$ cat config.mk
export PLATFORM = sky130hd
export DESIGN_NAME = stim_pulse_timeline_calc_unit
export DESIGN_NICKNAME = d
export VERILOG_FILES = /design/src/rtl/spt_pkg.sv /design/src/rtl/spt_cfg_regs.sv /design/src/rtl/spt_calc.sv /design/src/rtl/stim_pulse_timeline_calc_unit.sv
export VERILOG_INCLUDE_DIRS = /design/src /design/src/rtl
export SDC_FILE = /design/constraint.sdc
export NUM_CORES = 1
export LEC_CHECK = 0
export BUFFER_PORTS_ARGS = -buffer_cell sky130_fd_sc_hd__buf_2
export CORE_MARGIN = 4
export CORE_UTILIZATION = 25
export CTS_CLUSTER_SIZE = 24
export DETAILED_ROUTE_END_ITERATION = 12
export SLEW_MARGIN = 20
export SYNTH_ARGS = -nofsm -noshare
export SYNTH_HDL_FRONTEND = slang
export SYNTH_SLANG_ARGS = --single-unit
export TNS_END_PERCENT = 100
$ cat constraint.sdc
create_clock -name clk_i -period 9.74 [get_ports clk_i]
set_input_delay 2.435 -clock clk_i [delete_from_list [all_inputs] [get_ports clk_i]]
set_output_delay 2.435 -clock clk_i [all_outputs]
set_load 0.05 [all_outputs]
$ cat src/rtl/assert_macros.svh
// Assertion macros shared by the timeline calculator RTL.
// Depends on nothing; included by the modules that check their own logic.
`ifndef ASSERT_MACROS_SVH
`define ASSERT_MACROS_SVH

// same-cycle implication
`define SPT_ASSERT_IMP(label, clk, rst_n, ante, cons) \
  label: assert property (@(posedge clk) disable iff (!rst_n) (ante) |-> (cons)) \
    else $error("timeline calculator check failed");

// next-cycle implication
`define SPT_ASSERT_NXT(label, clk, rst_n, ante, cons) \
  label: assert property (@(posedge clk) disable iff (!rst_n) (ante) |=> (cons)) \
    else $error("timeline calculator check failed");

`endif

$ cat src/rtl/spt_pkg.sv
// Types and constants of the stimulation pulse timeline calculator.
// Depends on nothing; used by every module of the block.
`timescale 1ns / 1ps

package spt_pkg;

  localparam int unsigned MarkW   = 16;
  localparam int unsigned AmpW    = 8;
  localparam int unsigned StatusW = 2;
  localparam int unsigned CfgIdxW = 3;
  localparam int unsigned CfgDatW = 16;

  typedef logic [MarkW-1:0] mark_t;

  localparam mark_t NEVER_MARK = 16'hffff;

  localparam int unsigned StatusShortBit    = 0;
  localparam int unsigned StatusUnbalanceBit = 1;

  typedef enum logic [CfgIdxW-1:0] {
    REG_SETTLE_ENABLE   = 3'd0,
    REG_PRE_SETTLE      = 3'd1,
    REG_POST_SETTLE     = 3'd2,
    REG_RECOVERY_DELAY  = 3'd3,
    REG_RECOVERY_LENGTH = 3'd4
  } cfg_reg_e;

  localparam logic  RST_SETTLE_ENABLE   = 1'b1;
  localparam mark_t RST_PRE_SETTLE      = 16'd10;
  localparam mark_t RST_POST_SETTLE     = 16'd10;
  localparam mark_t RST_RECOVERY_DELAY  = 16'd10;
  localparam mark_t RST_RECOVERY_LENGTH = 16'd500;

  typedef struct packed {
    logic  settle_enable;
    mark_t pre_settle;
    mark_t post_settle;
    mark_t recovery_delay;
    mark_t recovery_length;
  } cfg_t;

  typedef struct packed {
    mark_t            lead_width;
    logic [AmpW-1:0]  lead_amp;
    mark_t            second_width;
    logic [AmpW-1:0]  second_amp;
    mark_t            dwell;
    mark_t            period;
    mark_t            start_delay;
  } item_t;

  typedef struct packed {
    mark_t phase_two_at;
    mark_t phase_three_at;
    mark_t stim_end_at;
    mark_t repeat_at;
    mark_t recovery_on_at;
    mark_t recovery_off_at;
    mark_t sequence_end_at;
    mark_t settle_on_at;
    mark_t settle_off_at;
    mark_t rep_settle_on_at;
    mark_t rep_settle_off_at;
  } marks_t;

endpackage

$ cat src/rtl/spt_cfg_regs.sv
// Configuration register file of the timeline calculator.
// Depends on spt_pkg.
`timescale 1ns / 1ps

module spt_cfg_regs import spt_pkg::*; (
  input  logic               clk_i,
  input  logic               rst_ni,
  input  logic               wr_en_i,
  input  logic [CfgIdxW-1:0] wr_index_i,
  input  logic [CfgDatW-1:0] wr_data_i,
  output cfg_t               cfg_o
);

  cfg_t cfg_q;
  cfg_t cfg_d;

  always_comb begin
    cfg_d = cfg_q;
    if (wr_en_i) begin
      case (cfg_reg_e'(wr_index_i))
        REG_SETTLE_ENABLE:   cfg_d.settle_enable   = wr_data_i[0];
        REG_PRE_SETTLE:      cfg_d.pre_settle      = wr_data_i;
        REG_POST_SETTLE:     cfg_d.post_settle     = wr_data_i;
        REG_RECOVERY_DELAY:  cfg_d.recovery_delay  = wr_data_i;
        REG_RECOVERY_LENGTH: cfg_d.recovery_length = wr_data_i;
        default:             cfg_d = cfg_q;
      endcase
    end
  end

  always_ff @(posedge clk_i or negedge rst_ni) begin
    if (!rst_ni) begin
      cfg_q.settle_enable   <= RST_SETTLE_ENABLE;
      cfg_q.pre_settle      <= RST_PRE_SETTLE;
      cfg_q.post_settle     <= RST_POST_SETTLE;
      cfg_q.recovery_delay  <= RST_RECOVERY_DELAY;
      cfg_q.recovery_length <= RST_RECOVERY_LENGTH;
    end else begin
      cfg_q <= cfg_d;
    end
  end

  assign cfg_o = cfg_q;

endmodule

$ cat src/rtl/spt_calc.sv
// Check of one pulse request and computation of its timeline marks.
// Depends on spt_pkg; purely combinational.
`timescale 1ns / 1ps

module spt_calc import spt_pkg::*; (
  input  item_t                item_i,
  input  cfg_t                 cfg_i,
  input  marks_t               held_i,
  output logic [StatusW-1:0]   status_o,
  output marks_t               marks_o
);

  localparam int unsigned WideW = MarkW + 4;
  localparam int unsigned ProdW = MarkW + AmpW;

  typedef logic [WideW-1:0] wide_t;

  wide_t                phase_sum;
  logic [ProdW-1:0]     lead_charge;
  logic [ProdW-1:0]     second_charge;
  wide_t                p2, p3, se, rep, ron, roff, seq_end;
  wide_t                se_post, rep_need;
  wide_t                st_w, pre_w, post_w;
  logic                 too_short;
  logic                 unbalanced;

  always_comb begin
    st_w   = {4'b0, item_i.start_delay};
    pre_w  = {4'b0, cfg_i.pre_settle};
    post_w = {4'b0, cfg_i.post_settle};

    phase_sum = {4'b0, item_i.lead_width} + {4'b0, item_i.dwell}
              + {4'b0, item_i.second_width};
    too_short = {4'b0, item_i.period} < phase_sum;

    lead_charge   = {{MarkW{1'b0}}, item_i.lead_amp} * {{AmpW{1'b0}}, item_i.lead_width};
    second_charge = {{MarkW{1'b0}}, item_i.second_amp} * {{AmpW{1'b0}}, item_i.second_width};
    unbalanced    = lead_charge != second_charge;

    p2      = st_w + {4'b0, item_i.lead_width};
    p3      = p2 + {4'b0, item_i.dwell};
    se      = p3 + {4'b0, item_i.second_width};
    rep     = st_w + {4'b0, item_i.period};
    ron     = se + {4'b0, cfg_i.recovery_delay};
    roff    = ron + {4'b0, cfg_i.recovery_length};
    seq_end = roff + wide_t'(1);
    se_post = se + post_w;
    rep_need = se_post + pre_w;

    status_o = '0;
    status_o[StatusShortBit]     = too_short;
    status_o[StatusUnbalanceBit] = unbalanced;

    marks_o = held_i;
    if (!too_short && !unbalanced) begin
      marks_o.phase_two_at    = p2[MarkW-1:0];
      marks_o.phase_three_at  = p3[MarkW-1:0];
      marks_o.stim_end_at     = se[MarkW-1:0];
      marks_o.repeat_at       = rep[MarkW-1:0];
      marks_o.recovery_on_at  = ron[MarkW-1:0];
      marks_o.recovery_off_at = roff[MarkW-1:0];
      marks_o.sequence_end_at = seq_end[MarkW-1:0];
      if (!cfg_i.settle_enable) begin
        marks_o.settle_on_at     = NEVER_MARK;
        marks_o.rep_settle_on_at = NEVER_MARK;
      end else begin
        marks_o.settle_on_at = (item_i.start_delay >= cfg_i.pre_settle) ?
                               (item_i.start_delay - cfg_i.pre_settle) : '0;
        if (rep < rep_need) begin
          marks_o.rep_settle_off_at = NEVER_MARK;
          marks_o.rep_settle_on_at  = NEVER_MARK;
        end else begin
          marks_o.rep_settle_off_at = se_post[MarkW-1:0];
          marks_o.rep_settle_on_at  = item_i.start_delay + item_i.period
                                      - cfg_i.pre_settle;
        end
        marks_o.settle_off_at = (se_post >= seq_end) ? seq_end[MarkW-1:0]
                                                     : se_post[MarkW-1:0];
      end
    end
  end

endmodule

$ cat src/rtl/stim_pulse_timeline_calc_unit.sv
// Top level of the stimulation pulse timeline calculator.
// Depends on spt_pkg, spt_cfg_regs, spt_calc and assert_macros.svh.
//
//   channel | direction | handshake             | payload
//   in      | to block  | in_valid_i/in_stall_o | seven request fields
//   out     | from      | out_valid_o/out_stall_i | status and eleven marks
//   cfg     | to block  | cfg_valid_i/cfg_ready_o | cfg_index_i, cfg_data_i
//
// One item per cycle while the result is not stalled; a result reaches the outputs through
// the input register, then the result register, with the check and mark adders between.
// Reset clears the configuration to its defaults and every held mark to zero.
// A stalled result holds; the input register still takes one more item behind it.
`timescale 1ns / 1ps
`include "assert_macros.svh"

module stim_pulse_timeline_calc_unit import spt_pkg::*; (
  input  logic               clk_i,
  input  logic               rst_ni,
  input  logic               in_valid_i,
  output logic               in_stall_o,
  input  mark_t              lead_width_i,
  input  logic [AmpW-1:0]    lead_amp_i,
  input  mark_t              second_width_i,
  input  logic [AmpW-1:0]    second_amp_i,
  input  mark_t              dwell_i,
  input  mark_t              period_i,
  input  mark_t              start_delay_i,
  output logic               out_valid_o,
  input  logic               out_stall_i,
  output logic [StatusW-1:0] status_o,
  output mark_t              phase_two_at_o,
  output mark_t              phase_three_at_o,
  output mark_t              stim_end_at_o,
  output mark_t              repeat_at_o,
  output mark_t              recovery_on_at_o,
  output mark_t              recovery_off_at_o,
  output mark_t              sequence_end_at_o,
  output mark_t              settle_on_at_o,
  output mark_t              settle_off_at_o,
  output mark_t              rep_settle_on_at_o,
  output mark_t              rep_settle_off_at_o,
  input  logic               cfg_valid_i,
  output logic               cfg_ready_o,
  input  logic [CfgIdxW-1:0] cfg_index_i,
  input  logic [CfgDatW-1:0] cfg_data_i
);

  cfg_t               cfg;
  item_t              item_q;
  logic               item_vld_q;
  logic               out_vld_q;
  logic [StatusW-1:0] status_q;
  logic [StatusW-1:0] status_d;
  marks_t             held_q;
  marks_t             held_d;
  logic               out_free;
  logic               advance;
  logic               in_take;

  assign cfg_ready_o = 1'b1;

  spt_cfg_regs u_cfg (
    .clk_i      (clk_i),
    .rst_ni     (rst_ni),
    .wr_en_i    (cfg_valid_i & cfg_ready_o),
    .wr_index_i (cfg_index_i),
    .wr_data_i  (cfg_data_i),
    .cfg_o      (cfg)
  );

  spt_calc u_calc (
    .item_i   (item_q),
    .cfg_i    (cfg),
    .held_i   (held_q),
    .status_o (status_d),
    .marks_o  (held_d)
  );

  assign out_free   = !out_vld_q || !out_stall_i;
  assign advance    = item_vld_q && out_free;
  assign in_stall_o = item_vld_q && !out_free;
  assign in_take    = in_valid_i && !in_stall_o;

  always_ff @(posedge clk_i) begin
    if (in_take) begin
      item_q.lead_width   <= lead_width_i;
      item_q.lead_amp     <= lead_amp_i;
      item_q.second_width <= second_width_i;
      item_q.second_amp   <= second_amp_i;
      item_q.dwell        <= dwell_i;
      item_q.period       <= period_i;
      item_q.start_delay  <= start_delay_i;
    end
    if (advance) begin
      status_q <= status_d;
    end
  end

  always_ff @(posedge clk_i or negedge rst_ni) begin
    if (!rst_ni) begin
      item_vld_q <= 1'b0;
      out_vld_q  <= 1'b0;
      held_q     <= '0;
    end else begin
      if (in_take) begin
        item_vld_q <= 1'b1;
      end else if (advance) begin
        item_vld_q <= 1'b0;
      end
      if (advance) begin
        out_vld_q <= 1'b1;
        held_q    <= held_d;
      end else if (!out_stall_i) begin
        out_vld_q <= 1'b0;
      end
    end
  end

  assign out_valid_o         = out_vld_q;
  assign status_o            = status_q;
  assign phase_two_at_o      = held_q.phase_two_at;
  assign phase_three_at_o    = held_q.phase_three_at;
  assign stim_end_at_o       = held_q.stim_end_at;
  assign repeat_at_o         = held_q.repeat_at;
  assign recovery_on_at_o    = held_q.recovery_on_at;
  assign recovery_off_at_o   = held_q.recovery_off_at;
  assign sequence_end_at_o   = held_q.sequence_end_at;
  assign settle_on_at_o      = held_q.settle_on_at;
  assign settle_off_at_o     = held_q.settle_off_at;
  assign rep_settle_on_at_o  = held_q.rep_settle_on_at;
  assign rep_settle_off_at_o = held_q.rep_settle_off_at;

  `SPT_ASSERT_NXT(a_held_idle, clk_i, rst_ni, !advance, $stable(held_q))
  `SPT_ASSERT_NXT(a_reject_keeps, clk_i, rst_ni, advance && (status_d != '0), $stable(held_q))
  `SPT_ASSERT_IMP(a_stall_needs_item, clk_i, rst_ni, in_stall_o, item_vld_q && out_vld_q)
  `SPT_ASSERT_NXT(a_settle_off_never, clk_i, rst_ni,
    advance && (status_d == '0) && !cfg.settle_enable, held_q.settle_on_at == NEVER_MARK)

endmodule
==> impl_metrics.tcl <==
set metrics [dict create \
    rr_startpoint "item_q[3]" \
    crit_required_ns 10.29 \
    grt_max_degree 149 \
    drcViolationCount 0 \
    synth_seq_cells 341 \
    first_iter_violations 1629 \
    yosys.area.top_type "dfrtp_1" \
    chipWidth_um 360.2 \
    rsz0062_at_grt "no" \
    yosys_warnings 0 \
    slew_viol_final 0 \
    cp.arrival_ns 9.79 \
    postCtsSetupRepairBufs 0 \
    synthSimpleGateAreaFrac_pct 12.86 \
    synthAdderAreaFrac_pct 26.04 \
    grt_pass1_vias 24050 \
    drive_above_1_share_pct 17.08 \
    gp_congestion 0.9063 \
    hold_path_end "out_valid_o" \
    ant_nets 0 \
    vias 24380 \
    endpoint_kind "flop" \
    fmax_mhz 108.3 \
    rows 128 \
    worstSetupStartpointType "flop" \
    holdCritStartpoint "item_vld_q" \
    core-area_um2 122500 \
    crit_path_frequent_cell "ha_1" \
    crit_slowest_cell "or4_1" \
    slowest_delay_ns 0.58 \
    root_buffer "clkbuf_16" \
    hold_viol 0 \
    clk_latency_ns 0.64 \
    ys_seq_area_share_pct 29.15 \
    ys_types 85 \
    antenna_found_initial 16 \
    hpwlAfterDp_um 86470 \
    overflow 0 \
    initial_core_util_pct 25.31 \
    r2r-end "settle_off_at_o[10]" \
    clkTransAtPathRegs_ns 0.07 \
    ctsHtreeMaxLevel 2 \
    die_h_um 360.2 \
    fin_util_pct 29.63 \
    syn_area_per_cell_um2 10.11 \
    synthTopCellsByArea "dfrtp_1 19%, ha_1 14%, fa_1 13%" \
    status "finished, final reports clean" \
    hp-class "reg -> reg" \
    tns_ns 0 \
    grt_usage_pct 16.06 \
    critPathMaxFanout 15 \
    synthMuxAreaShare_pct 6.685 \
    drv_cap 0 \
    totalWireLength_um 107100 \
    ioPinCount 301 \
    final_common_cell "inv_1" \
    worst-slew-pin-transition_ns 1.052 \
    min_delay_path_depth 1 \
    postCtsHoldBufs 0 \
    clock-skew-final_ns 0.06461 \
    synth_fp_nets 3718 \
    cts.path.max_buffers 3 \
    critPathKind "reg -> reg" \
    max-slew-margin-rel_pct 29.85 \
    layout.nets 4050 \
    reg2reg_setup_slack_ns 0.51 \
    layout.cells.most_common_list "338 x inv_1, 335 x ha_1, 298 x buf_2, 230 x dfrtp_1, 219 x and2_1" \
    wl_per_cell_um 21.15 \
    synth_compound_area_share_pct 13.76 \
    finalCritPeriodShare_pct 94.79 \
    cts_tree "built" \
    syn_area_um2 31010 \
    synth.top_cell.area_share_pct 18.56 \
    reg2reg_depth 36 \
    die_area_um2 129800 \
    synthXorXnorAreaFrac_pct 6.277 \
    setup-violations-final 0 \
    firstDrtPassIters 6 \
    ctsResizeCount 0 \
    postSynthCellCount 3069 \
    clock_sinks 341 \
    areaGrowthSynthToFinish_pct 17.05 \
    grt_first_pass_wirelength_um 157900 \
    synth_top_family_by_area "adder cells" \
    viasPerCell 4.812 \
    synthArstFlopShare_pct 71.26 \
    synth_top_flop_cell "dfrtp_1" \
    fin_crit_ns 9.232 \
    cts_buffers 44 \
    synth_edf_count 98 \
    portBuffers 299 \
]
[how the worst max path moves through the flow]
stage / startpoint / endpoint / slack (ns) / cells after the start
after floorplan: item_q[1] / settle_off_at_o[11] / 0.83 / 44
after global placement: item_q[3] / settle_off_at_o[10] / 0.31 / 36
after detailed placement: item_q[3] / settle_off_at_o[10] / 0.34 / 36
after CTS: item_q[3] / settle_off_at_o[10] / 0.25 / 36
after global routing: item_q[1] / settle_off_at_o[10] / 0.006 / 42
final: item_q[3] / settle_off_at_o[10] / 0.51 / 36
[stage by stage]
stage	hold slack [ns]	cells	area, um2	setup WS (ns)
2_1_floorplan	0.4492	3069	31010	0.8345
3_3_place_gp	0.4639	4980	34630	0.3084
3_5_place_dp	0.4729	4980	34630	0.3384
4_1_cts	0.4673	5062	36230	0.2524
5_1_grt	0.5095	5064	36290	0.006265
6_report	0.4794	5066	36300	0.5077
[metal layers]
layer	track usage [%]	vias up	routed length [um]
met1	23.54	12170	51850
li1	-	11350	-
met2	23.86	728	45030
met4	4.342	2	2914
met3	3.354	136	7328
met5	0	-	13
[worst max-delay path: cells and delay by family (launching register included)]
family	cells	cell delay (ns)
multiplexers	1	0.35
AO/OA/AOI/OAI	13	2.62
AND/OR/NAND/NOR	10	1.94
adder cells (fa/ha/maj)	5	1.83
buffers and inverters	1	0.21
flip-flops	1	0.57
XOR/XNOR	6	1.61
[state kept, by name, indices dropped and copies added, names as in the netlist]
| name | flops |
|---|---|
| settle_on_at_o | 16 |
| out_valid_o | 1 |
| u_cfg.cfg_o | 65 |
| recovery_on_at_o | 16 |
| sequence_end_at_o | 16 |
| rep_settle_on_at_o | 16 |
| phase_two_at_o | 16 |
| status_o | 2 |
| stim_end_at_o | 16 |
| rep_settle_off_at_o | 16 |
| item_q | 96 |
| recovery_off_at_o | 16 |
| repeat_at_o | 16 |
| settle_off_at_o | 16 |
| item_vld_q | 1 |
| phase_three_at_o | 16 |
[cell families after synthesis]
kind of cell,after synthesis
compound gates,643
xor+xnor,216
fa+ha+maj,529
buf+inv,400
flops,341
mux,184
other cells,2
simple gates,754
[cells in the mapped netlist, types with 11 or more instances]
| library cell | count |
|---|---|
| o31ai_1 | 11 |
| xor2_1 | 65 |
| nand3_1 | 40 |
| o21bai_1 | 26 |
| mux2_1 | 48 |
| dfrtp_1 | 230 |
| mux2_2 | 109 |
| or3_1 | 21 |
| nor2_1 | 137 |
| ha_1 | 335 |
| fa_1 | 194 |
| a21o_1 | 72 |
| o21ai_0 | 128 |
| nor2b_1 | 40 |
| and2_1 | 220 |
| a21oi_1 | 170 |
| nand4_1 | 17 |
| xnor2_1 | 147 |
| a31oi_1 | 13 |
| mux2i_1 | 20 |
| o211ai_1 | 19 |
| inv_1 | 338 |
| o22a_1 | 40 |
| nand2b_1 | 32 |
| o21a_1 | 50 |
| and3_1 | 16 |
| dfstp_2 | 13 |
| a211o_1 | 14 |
| nand2_1 | 149 |
| clkbuf_1 | 35 |
| nor3_1 | 36 |
| a211oi_1 | 16 |
| edfxtp_1 | 98 |
[layout make-up]
type / instances / area [um2]
antenna: 4 / 10.01
clock buffer: 57 / 1230
clock inverter: 25 / 369.1
fill: 12830 / 86220
inverter: 338 / 1269
multi-input combinational: 2328 / 20430
sequential: 341 / 9040
tap: 1625 / 2033
timing repair buffer: 348 / 1919
Power is not shown: default switching activity piles up to over one toggle a cycle in this logic, so the estimate is an artifact.
